## src/hw/rtl/smm_pkg.sv

```systemverilog
`timescale 1ns / 1ps
// ----------------------------------------------------------------------------
// smm_pkg
// Types and constants shared by the set mean and median block.
// ----------------------------------------------------------------------------
package smm_pkg;

	localparam int VALUE_W       = 16;
	localparam int MEDIAN_W      = 17;
	localparam int MEAN_W        = 24;
	localparam int COUNT_W       = 7;
	localparam int FRAC_W        = 8;
	localparam int MAX_ITEMS_DEF = 64;
	localparam int QUEUE_DEF     = 4;

	typedef struct packed {
		logic [VALUE_W-1:0] value;
		logic               last;
	} in_t;

	typedef struct packed {
		logic [MEDIAN_W-1:0] median_x2;
		logic [MEAN_W-1:0]   mean_q8;
		logic [COUNT_W-1:0]  count;
		logic                overflow;
	} out_t;

	// classified item between front and back
	typedef struct packed {
		logic [VALUE_W-1:0] value;
		logic               last;
		logic               keep;
	} q_item_t;

	// sorter control from the back controller
	typedef struct packed {
		logic               ins;
		logic               shl;
		logic               clr;
		logic [VALUE_W-1:0] value;
	} sort_ctl_t;

endpackage

```

## src/hw/rtl/smm_front.sv

```systemverilog
`timescale 1ns / 1ps
// ----------------------------------------------------------------------------
// smm_front
// Accepts items, counts the current set and marks values past capacity.
// ----------------------------------------------------------------------------
module smm_front #(
	parameter int MAX_ITEMS = smm_pkg::MAX_ITEMS_DEF
) (
	input  logic            clk,
	input  logic            arst_n,
	input  logic            start,
	input  smm_pkg::in_t    item,
	input  logic            full,
	output logic            busy,
	output logic            push,
	output smm_pkg::q_item_t push_data
);

	localparam int CW = $clog2(MAX_ITEMS + 1);

	logic [CW-1:0] cnt_q;
	logic          keep;

	assign busy = full;
	assign push = start && !full;
	assign keep = cnt_q != CW'(MAX_ITEMS);

	assign push_data.value = item.value;
	assign push_data.last  = item.last;
	assign push_data.keep  = keep;

	always_ff @(posedge clk or negedge arst_n) begin
		if (!arst_n) begin
			cnt_q <= '0;
		end else if (push) begin
			if (item.last) begin
				cnt_q <= '0;
			end else if (keep) begin
				cnt_q <= cnt_q + CW'(1);
			end
		end
	end

endmodule

```

## src/hw/rtl/smm_fifo.sv

```systemverilog
`timescale 1ns / 1ps
// ----------------------------------------------------------------------------
// smm_fifo
// Small register queue between the front and the back.
// ----------------------------------------------------------------------------
module smm_fifo #(
	parameter int DEPTH = smm_pkg::QUEUE_DEF
) (
	input  logic             clk,
	input  logic             arst_n,
	input  logic             push,
	input  smm_pkg::q_item_t push_data,
	output logic             full,
	input  logic             pop,
	output smm_pkg::q_item_t pop_data,
	output logic             empty
);

	localparam int PW = (DEPTH > 1) ? $clog2(DEPTH) : 1;
	localparam int LW = $clog2(DEPTH + 1);

	smm_pkg::q_item_t mem_q [DEPTH];
	logic [PW-1:0]    wr_q;
	logic [PW-1:0]    rd_q;
	logic [LW-1:0]    lvl_q;

	assign full     = lvl_q == LW'(DEPTH);
	assign empty    = lvl_q == '0;
	assign pop_data = mem_q[rd_q];

	always_ff @(posedge clk) begin
		if (push) begin
			mem_q[wr_q] <= push_data;
		end
	end

	always_ff @(posedge clk or negedge arst_n) begin
		if (!arst_n) begin
			wr_q  <= '0;
			rd_q  <= '0;
			lvl_q <= '0;
		end else begin
			if (push) begin
				wr_q <= (wr_q == PW'(DEPTH - 1)) ? '0 : wr_q + PW'(1);
			end
			if (pop) begin
				rd_q <= (rd_q == PW'(DEPTH - 1)) ? '0 : rd_q + PW'(1);
			end
			if (push && !pop) begin
				lvl_q <= lvl_q + LW'(1);
			end else if (pop && !push) begin
				lvl_q <= lvl_q - LW'(1);
			end
		end
	end

endmodule

```

## src/hw/rtl/smm_sorter.sv

```systemverilog
`timescale 1ns / 1ps
// ----------------------------------------------------------------------------
// smm_sorter
// Row of insertion cells kept in ascending order, one insert per cycle.
// A left shift walks the middle values to the two head taps.
// ----------------------------------------------------------------------------
module smm_sorter #(
	parameter int N = smm_pkg::MAX_ITEMS_DEF
) (
	input  logic                        clk,
	input  logic                        arst_n,
	input  smm_pkg::sort_ctl_t          ctl,
	output logic [smm_pkg::VALUE_W-1:0] tap0,
	output logic [smm_pkg::VALUE_W-1:0] tap1
);

	localparam int W = smm_pkg::VALUE_W;

	logic [W-1:0] cell_q [N];
	logic [N-1:0] vld_q;
	logic [N-1:0] big;
	logic [N-1:0] prev_big;
	logic [N-1:0] prev_vld;
	logic [W-1:0] prev_val [N];
	logic [W-1:0] next_val [N];

	for (genvar i = 0; i < N; i++) begin : g_cell
		// empty cells count as larger than any value
		assign big[i] = !vld_q[i] || (cell_q[i] > ctl.value);

		if (i == 0) begin : g_head
			assign prev_big[i] = 1'b0;
			assign prev_vld[i] = 1'b1;
			assign prev_val[i] = ctl.value;
		end else begin : g_body
			assign prev_big[i] = big[i-1];
			assign prev_vld[i] = vld_q[i-1];
			assign prev_val[i] = cell_q[i-1];
		end

		if (i == N - 1) begin : g_tail
			assign next_val[i] = cell_q[i];
		end else begin : g_mid
			assign next_val[i] = cell_q[i+1];
		end

		always_ff @(posedge clk) begin
			if (ctl.ins && big[i]) begin
				cell_q[i] <= prev_big[i] ? prev_val[i] : ctl.value;
			end else if (ctl.shl) begin
				cell_q[i] <= next_val[i];
			end
		end

		always_ff @(posedge clk or negedge arst_n) begin
			if (!arst_n) begin
				vld_q[i] <= 1'b0;
			end else if (ctl.clr) begin
				vld_q[i] <= 1'b0;
			end else if (ctl.ins) begin
				vld_q[i] <= vld_q[i] | prev_vld[i];
			end
		end
	end

	assign tap0 = cell_q[0];

	if (N > 1) begin : g_tap1
		assign tap1 = cell_q[1];
	end else begin : g_tap1_single
		assign tap1 = cell_q[0];
	end

endmodule

```

## src/hw/rtl/smm_div.sv

```systemverilog
`timescale 1ns / 1ps
// ----------------------------------------------------------------------------
// smm_div
// Restoring divider, one quotient bit per cycle.
// ----------------------------------------------------------------------------
module smm_div #(
	parameter int DW = 31,
	parameter int NW = 7
) (
	input  logic          clk,
	input  logic          arst_n,
	input  logic          start,
	input  logic [DW-1:0] dividend,
	input  logic [NW-1:0] divisor,
	output logic          running,
	output logic [DW-1:0] quotient
);

	localparam int SCW = $clog2(DW + 1);

	logic [SCW-1:0] step_q;
	logic [NW-1:0]  rem_q;
	logic [NW-1:0]  den_q;
	logic [DW-1:0]  quo_q;
	logic [NW:0]    trial;
	logic [NW:0]    diff;
	logic           ge;

	assign trial    = {rem_q, quo_q[DW-1]};
	assign ge       = trial >= {1'b0, den_q};
	assign diff     = trial - {1'b0, den_q};
	assign running  = step_q != '0;
	assign quotient = quo_q;

	always_ff @(posedge clk) begin
		if (start) begin
			rem_q <= '0;
			den_q <= divisor;
			quo_q <= dividend;
		end else if (running) begin
			rem_q <= ge ? diff[NW-1:0] : trial[NW-1:0];
			quo_q <= {quo_q[DW-2:0], ge};
		end
	end

	always_ff @(posedge clk or negedge arst_n) begin
		if (!arst_n) begin
			step_q <= '0;
		end else if (start) begin
			step_q <= SCW'(DW);
		end else if (running) begin
			step_q <= step_q - SCW'(1);
		end
	end

endmodule

```

## src/hw/rtl/smm_back.sv

```systemverilog
`timescale 1ns / 1ps
// ----------------------------------------------------------------------------
// smm_back
// Drains the queue into the sorter, keeps sum and count, and on the last
// value of a set finds the median and the mean and emits the result.
// ----------------------------------------------------------------------------
module smm_back #(
	parameter int MAX_ITEMS = smm_pkg::MAX_ITEMS_DEF
) (
	input  logic             clk,
	input  logic             arst_n,
	input  logic             empty,
	input  smm_pkg::q_item_t pop_data,
	output logic             pop,
	output logic             done,
	output smm_pkg::out_t    result
);

	localparam int VW = smm_pkg::VALUE_W;
	localparam int CW = $clog2(MAX_ITEMS + 1);
	localparam int SW = VW + CW;
	localparam int DW = SW + smm_pkg::FRAC_W;

	typedef enum logic [1:0] {
		ST_LOAD = 2'b01,
		ST_FIN  = 2'b10
	} state_t;

	state_t             state_q;
	logic [CW-1:0]      cnt_q;
	logic [CW-1:0]      cnt_nx;
	logic [CW-1:0]      shift_q;
	logic [SW-1:0]      sum_q;
	logic [SW-1:0]      sum_nx;
	logic               drop_q;
	logic               div_start;
	logic               div_running;
	logic [DW-1:0]      quotient;
	logic [VW-1:0]      tap0;
	logic [VW-1:0]      tap1;
	logic               fin_done;
	logic [smm_pkg::MEDIAN_W-1:0] median;
	smm_pkg::sort_ctl_t ctl;
	smm_pkg::out_t      res_q;
	logic               done_q;

	assign pop       = (state_q == ST_LOAD) && !empty;
	assign cnt_nx    = cnt_q + CW'(pop_data.keep);
	assign sum_nx    = sum_q + (pop_data.keep ? SW'(pop_data.value) : '0);
	assign div_start = pop && pop_data.last;
	assign fin_done  = (state_q == ST_FIN) && !div_running && (shift_q == '0);

	assign ctl.ins   = pop && pop_data.keep;
	assign ctl.shl   = (state_q == ST_FIN) && (shift_q != '0);
	assign ctl.clr   = fin_done;
	assign ctl.value = pop_data.value;

	// odd count: twice the middle value, even: sum of the middle pair
	assign median = cnt_q[0] ? {tap0, 1'b0}
	                         : smm_pkg::MEDIAN_W'(tap0) + smm_pkg::MEDIAN_W'(tap1);

	smm_sorter #(
		.N (MAX_ITEMS)
	) u_sorter (
		.clk    (clk),
		.arst_n (arst_n),
		.ctl    (ctl),
		.tap0   (tap0),
		.tap1   (tap1)
	);

	smm_div #(
		.DW (DW),
		.NW (CW)
	) u_div (
		.clk      (clk),
		.arst_n   (arst_n),
		.start    (div_start),
		.dividend ({sum_nx, smm_pkg::FRAC_W'(0)}),
		.divisor  (cnt_nx),
		.running  (div_running),
		.quotient (quotient)
	);

	always_ff @(posedge clk or negedge arst_n) begin
		if (!arst_n) begin
			state_q <= ST_LOAD;
			cnt_q   <= '0;
			sum_q   <= '0;
			drop_q  <= 1'b0;
			shift_q <= '0;
			done_q  <= 1'b0;
		end else begin
			done_q <= 1'b0;
			unique case (state_q)
				ST_LOAD: begin
					if (pop) begin
						cnt_q <= cnt_nx;
						sum_q <= sum_nx;
						if (!pop_data.keep) begin
							drop_q <= 1'b1;
						end
						if (pop_data.last) begin
							shift_q <= (cnt_nx - CW'(1)) >> 1;
							state_q <= ST_FIN;
						end
					end
				end
				ST_FIN: begin
					if (shift_q != '0) begin
						shift_q <= shift_q - CW'(1);
					end
					if (fin_done) begin
						done_q  <= 1'b1;
						cnt_q   <= '0;
						sum_q   <= '0;
						drop_q  <= 1'b0;
						state_q <= ST_LOAD;
					end
				end
				default: begin
					state_q <= ST_LOAD;
				end
			endcase
		end
	end

	always_ff @(posedge clk) begin
		if (fin_done) begin
			res_q.median_x2 <= median;
			res_q.mean_q8   <= smm_pkg::MEAN_W'(quotient);
			res_q.count     <= smm_pkg::COUNT_W'(cnt_q);
			res_q.overflow  <= drop_q;
		end
	end

	assign done   = done_q;
	assign result = res_q;

endmodule

```

## src/hw/rtl/set_mean_and_median.sv

```systemverilog
`timescale 1ns / 1ps
// ----------------------------------------------------------------------------
// set_mean_and_median
// Median and mean of a set of unsigned 16-bit values.
// ----------------------------------------------------------------------------
// An item is taken on a clock edge with start high and busy low; busy is high
// only while the input queue (QUEUE_DEPTH entries) is full. While a set loads,
// the sorter row takes one queued value per cycle, so items may be sent every
// cycle. After the last value of a set leaves the queue the back end runs the
// restoring divider and the median shift, then shows the result for exactly
// one cycle with done high; the receiver cannot stall it. Items of the next
// set are queued meanwhile. Values beyond MAX_ITEMS in one set are dropped
// and flagged.
// ----------------------------------------------------------------------------
module set_mean_and_median #(
	parameter int MAX_ITEMS   = smm_pkg::MAX_ITEMS_DEF,
	parameter int QUEUE_DEPTH = smm_pkg::QUEUE_DEF
) (
	input  logic          clk,
	input  logic          arst_n,
	input  logic          start,
	output logic          busy,
	input  smm_pkg::in_t  item,
	output logic          done,
	output smm_pkg::out_t result
);

	logic             push;
	logic             full;
	logic             pop;
	logic             empty;
	smm_pkg::q_item_t push_data;
	smm_pkg::q_item_t pop_data;

	smm_front #(
		.MAX_ITEMS (MAX_ITEMS)
	) u_front (
		.clk       (clk),
		.arst_n    (arst_n),
		.start     (start),
		.item      (item),
		.full      (full),
		.busy      (busy),
		.push      (push),
		.push_data (push_data)
	);

	smm_fifo #(
		.DEPTH (QUEUE_DEPTH)
	) u_fifo (
		.clk       (clk),
		.arst_n    (arst_n),
		.push      (push),
		.push_data (push_data),
		.full      (full),
		.pop       (pop),
		.pop_data  (pop_data),
		.empty     (empty)
	);

	smm_back #(
		.MAX_ITEMS (MAX_ITEMS)
	) u_back (
		.clk      (clk),
		.arst_n   (arst_n),
		.empty    (empty),
		.pop_data (pop_data),
		.pop      (pop),
		.done     (done),
		.result   (result)
	);

endmodule
```

## config.mk

```make
export PLATFORM = sky130hd
export DESIGN_NAME = set_mean_and_median
export DESIGN_NICKNAME = d
export VERILOG_FILES = /design/src/hw/rtl/smm_pkg.sv /design/src/hw/rtl/smm_front.sv /design/src/hw/rtl/smm_fifo.sv /design/src/hw/rtl/smm_sorter.sv /design/src/hw/rtl/smm_div.sv /design/src/hw/rtl/smm_back.sv /design/src/hw/rtl/set_mean_and_median.sv
export SDC_FILE = /design/constraint.sdc
export NUM_CORES = 2
export LEC_CHECK = 0
export BUFFER_PORTS_ARGS = -buffer_cell sky130_fd_sc_hd__buf_2
export CAP_MARGIN = 20
export CORE_ASPECT_RATIO = 1.4
export CORE_UTILIZATION = 45
export DETAILED_ROUTE_END_ITERATION = 12
export HOLD_SLACK_MARGIN = 0.03
export SETUP_SLACK_MARGIN = 0.05
export SLEW_MARGIN = 5
export SYNTH_ARGS = -nofsm -noshare
export SYNTH_HDL_FRONTEND = slang
export SYNTH_SLANG_ARGS = --single-unit
export TNS_END_PERCENT = 30
```

## constraint.sdc

```tcl
create_clock -name clk -period 11.68 [get_ports clk]
set_clock_uncertainty 0.1 [all_clocks]
set_input_delay 1.168 -clock clk [delete_from_list [all_inputs] [get_ports clk]]
set_output_delay 1.168 -clock clk [all_outputs]
set_load 0.1 [all_outputs]
```

==> flow_summary.json <==
{
  "outcome": "finished clean",
  "grt_usage": 0.276,
  "cts_tree": "done",
  "gp_congestion": 0.920,
  "final_layout_size_suffix_gt1_frac": 0.237,
  "numClockSinks": 1314,
  "required_ns": 12.14,
  "multi_input_area_mm2": 0.0514,
  "first_pass_iters": 6,
  "hold_violations": 0,
  "via_per_inst": 6.20,
  "clock.fmax_ghz": 0.146,
  "r2r-start": "u_fifo.rd_q[0]$_DFFE_PN0P_",
  "synth.distinct_cells": 84,
  "h-tree-depth": 4,
  "synth_top_area_frac": 0.381,
  "stdcell_count": 10600,
  "fin_crit_ns": 6.85,
  "worstReg2RegEnd": "u_back.u_sorter.cell_q[1][289]$_DFFE_PP_",
  "cts_inserted_buffers": 150,
  "hpwlAfterDp_mm": 199,
  "tightest_slew_ns": 1.18,
  "post_cts_buffers": 0,
  "yosys.area.top_type": "edfxtp_1",
  "grt_setup_unrepaired": "no",
  "clk_pin_slew_ns": 0.06,
  "die_w_um": 385,
  "max_cap_viol_count": 0,
  "core-area_mm2": 0.204,
  "ys_warn_count": 0,
  "synth_edf_count": 1175,
  "r2r_setup_slack_ns": 4.83,
  "cp-end-kind": "flip-flop",
  "drt-initial-drc-count": 4938,
  "final_util": 0.491,
  "synth_fp_nets": 8953,
  "antenna_found_initial": 11,
  "synthArstFlopShare": 0.0944,
  "holdBufCountCts": 0,
  "post_cts_resized": 0,
  "netlist_area_mm2": 0.0926,
  "ioPinCount": 71,
  "setup_tns_ns": 0,
  "timing.final.crit_share": 0.586,
  "min_to": "u_back.result[11]$_DFFE_PP_",
  "area_delta_synth_final_pct": 8.26,
  "cts_buffer_depth": 4,
  "setup_viol": 0,
  "insertion_delay_ns": 0.84,
  "ys_ff_latch": 1314,
  "grt.overflow.total": 0,
  "fin_nets": 8943,
  "wirelength_mm": 293,
  "worstPathMaxFanout": 39,
  "cts_root_buffer": "clkbuf_16",
  "synth_common_cells": "edfxtp_1 (1175), ha_1 (1079), mux2_2 (1014)",
  "holdPathStages": 0,
  "hp-class": "reg2reg",
  "seq_area_mm2": 0.0387,
  "synth_cells": 7850,
  "dp.cells": 10400,
  "startpoint_type": "flip-flop",
  "fin_ws_ns": 4.83,
  "fillers": 18300,
  "start_util": 0.454,
  "dieHeight_um": 539,
  "arrival_ns": 7.31,
  "postRouteAntennaNets": 0,
  "grt_max_degree": 101,
  "slew_violations": 0,
  "hp-start": "u_back.u_div.quotient[3]$_SDFFE_PP0N_",
  "avgSynthCellArea_um2": 11.8,
  "worstSetupPathType": "reg2reg",
  "synth.area.top_cells": "edfxtp_1 (38%), ha_1 (15%), mux2_2 (12%)",
  "drc": 0,
  "grt_pass1_wl_mm": 433,
  "ys.flop_type": "edfxtp_1",
  "yosysMostFrequentCell": "edfxtp_1",
  "place_ws_ns": 4.93,
  "vias": 65900,
  "ys_seq_area_frac": 0.418,
  "die-area_mm2": 0.208,
  "rr_worst_depth": 12,
  "wl_per_cell_um": 27.6,
  "io_buffers": 70,
  "row_count": 196,
  "grt_pass1_vias": 66900,
  "max-slew-margin-rel": 0.213
}
worst max-delay path by stage:
stage | slack [ns] | startpoint | endpoint | depth (start not counted)
after global placement | 4.98 | u_fifo.rd_q[0]$_DFFE_PN0P_ | u_back.u_sorter.cell_q[1][303]$_DFFE_PP_ | 12
after floorplan | 5.63 | u_fifo.rd_q[0]$_DFFE_PN0P_ | u_back.u_sorter.cell_q[1][100]$_DFFE_PP_ | 11
after global routing | 4.63 | u_fifo.rd_q[0]$_DFFE_PN0P_ | u_back.u_sorter.cell_q[1][289]$_DFFE_PP_ | 11
after CTS | 4.90 | u_fifo.rd_q[0]$_DFFE_PN0P_ | u_back.u_sorter.cell_q[1][289]$_DFFE_PP_ | 12
final | 4.83 | u_fifo.rd_q[0]$_DFFE_PN0P_ | u_back.u_sorter.cell_q[1][289]$_DFFE_PP_ | 12
after detailed placement | 4.93 | u_fifo.rd_q[0]$_DFFE_PN0P_ | u_back.u_sorter.cell_q[1][289]$_DFFE_PP_ | 12
critical path: stages (launching register included):
cell      delay [ns]
dfrtp_1         0.59
buf_4           0.37
mux4_4          1.03
inv_4           0.73
buf_4           0.73
ha_1            0.27
nand3_1         0.09
or2_2           0.29
a31oi_1         0.17
o21bai_1        0.11
a22oi_2         0.86
a21o_1          0.72
mux2_2          0.41
cells in the final DEF, fill, tap and decap left out, drive strengths merged, types with 8 or more instances in the layout:
master,instances
a21o,117
nand3b,38
clkinv,32
clkbuf,226
mux2i,333
or2,8
nand2b,31
dfrtp,123
edfxtp,1175
xnor2,27
mux4,17
nor2b,32
a221oi,24
a211oi,16
nor4,44
o21a,22
o31ai,19
nor2,256
o21bai,42
a2111o,9
dfxtp,15
mux2,1401
a21oi,606
a21boi,11
xor2,21
ha,1079
or3,14
buf,198
a31oi,30
inv,195
nand3,288
o211ai,38
and3,38
nor3,31
o21ai,449
and2,44
nand4,124
nand2,698
a22o,10
metrics by stage:
| stage | instance area, um^2 | hold WS, ns |
|---|---|---|
| 2_1_floorplan | 92600 | 0.317 |
| 3_3_place_gp | 95400 | 0.332 |
| 3_5_place_dp | 95500 | 0.345 |
| 4_1_cts | 100000 | 0.358 |
| 5_1_grt | 100000 | 0.364 |
| 6_report | 100000 | 0.354 |
flip-flops by register name (all words and copies together) (netlist names), 2 cells and up:
| name | count |
|---|---|
| u_back.cnt_q | 7 |
| u_back.result | 49 |
| u_back.shift_q | 7 |
| u_back.state_q | 2 |
| u_back.sum_q | 23 |
| u_back.u_div.den_q | 7 |
| u_back.u_div.quotient | 31 |
| u_back.u_div.rem_q | 7 |
| u_back.u_div.step_q | 5 |
| u_back.u_sorter.cell_q | 1024 |
| u_back.u_sorter.prev_vld | 63 |
| u_fifo.lvl_q | 3 |
| u_fifo.mem_q | 72 |
| u_fifo.rd_q | 2 |
| u_fifo.wr_q | 2 |
| u_front.cnt_q | 7 |
final cells by class:
class | instances | area share
diodes | 2 | 0.0000499
clock buffers | 225 | 0.0430
clock inverters | 41 | 0.00293
inverters | 192 | 0.00756
multi-input cells | 5983 | 0.513
flip-flops and latches | 1314 | 0.386
well taps | 2673 | 0.0334
repair buffers | 199 | 0.0146
cells by family after synthesis:
group | count (synthesis) | share of synthesized area
mux | 1751 | 0.223
simple gates | 1664 | 0.0838
compound gates | 1437 | 0.0951
flops | 1314 | 0.418
fa+ha+maj | 1083 | 0.147
buf+inv | 553 | 0.0295
xor+xnor | 48 | 0.00454
metal layers:
metal | vias up | GRT usage | share of wire
met5 | - | 0 | 0.00012
met3 | 884 | 0.0387 | 0.057
met1 | 32700 | 0.332 | 0.39
met4 | 6 | 0.148 | 0.061
li1 | 30000 | - | -
met2 | 2336 | 0.474 | 0.49
Power is left out: the tool's default activity adds up to more than one toggle a clock period on the data nets, which glitch-free logic cannot reach.
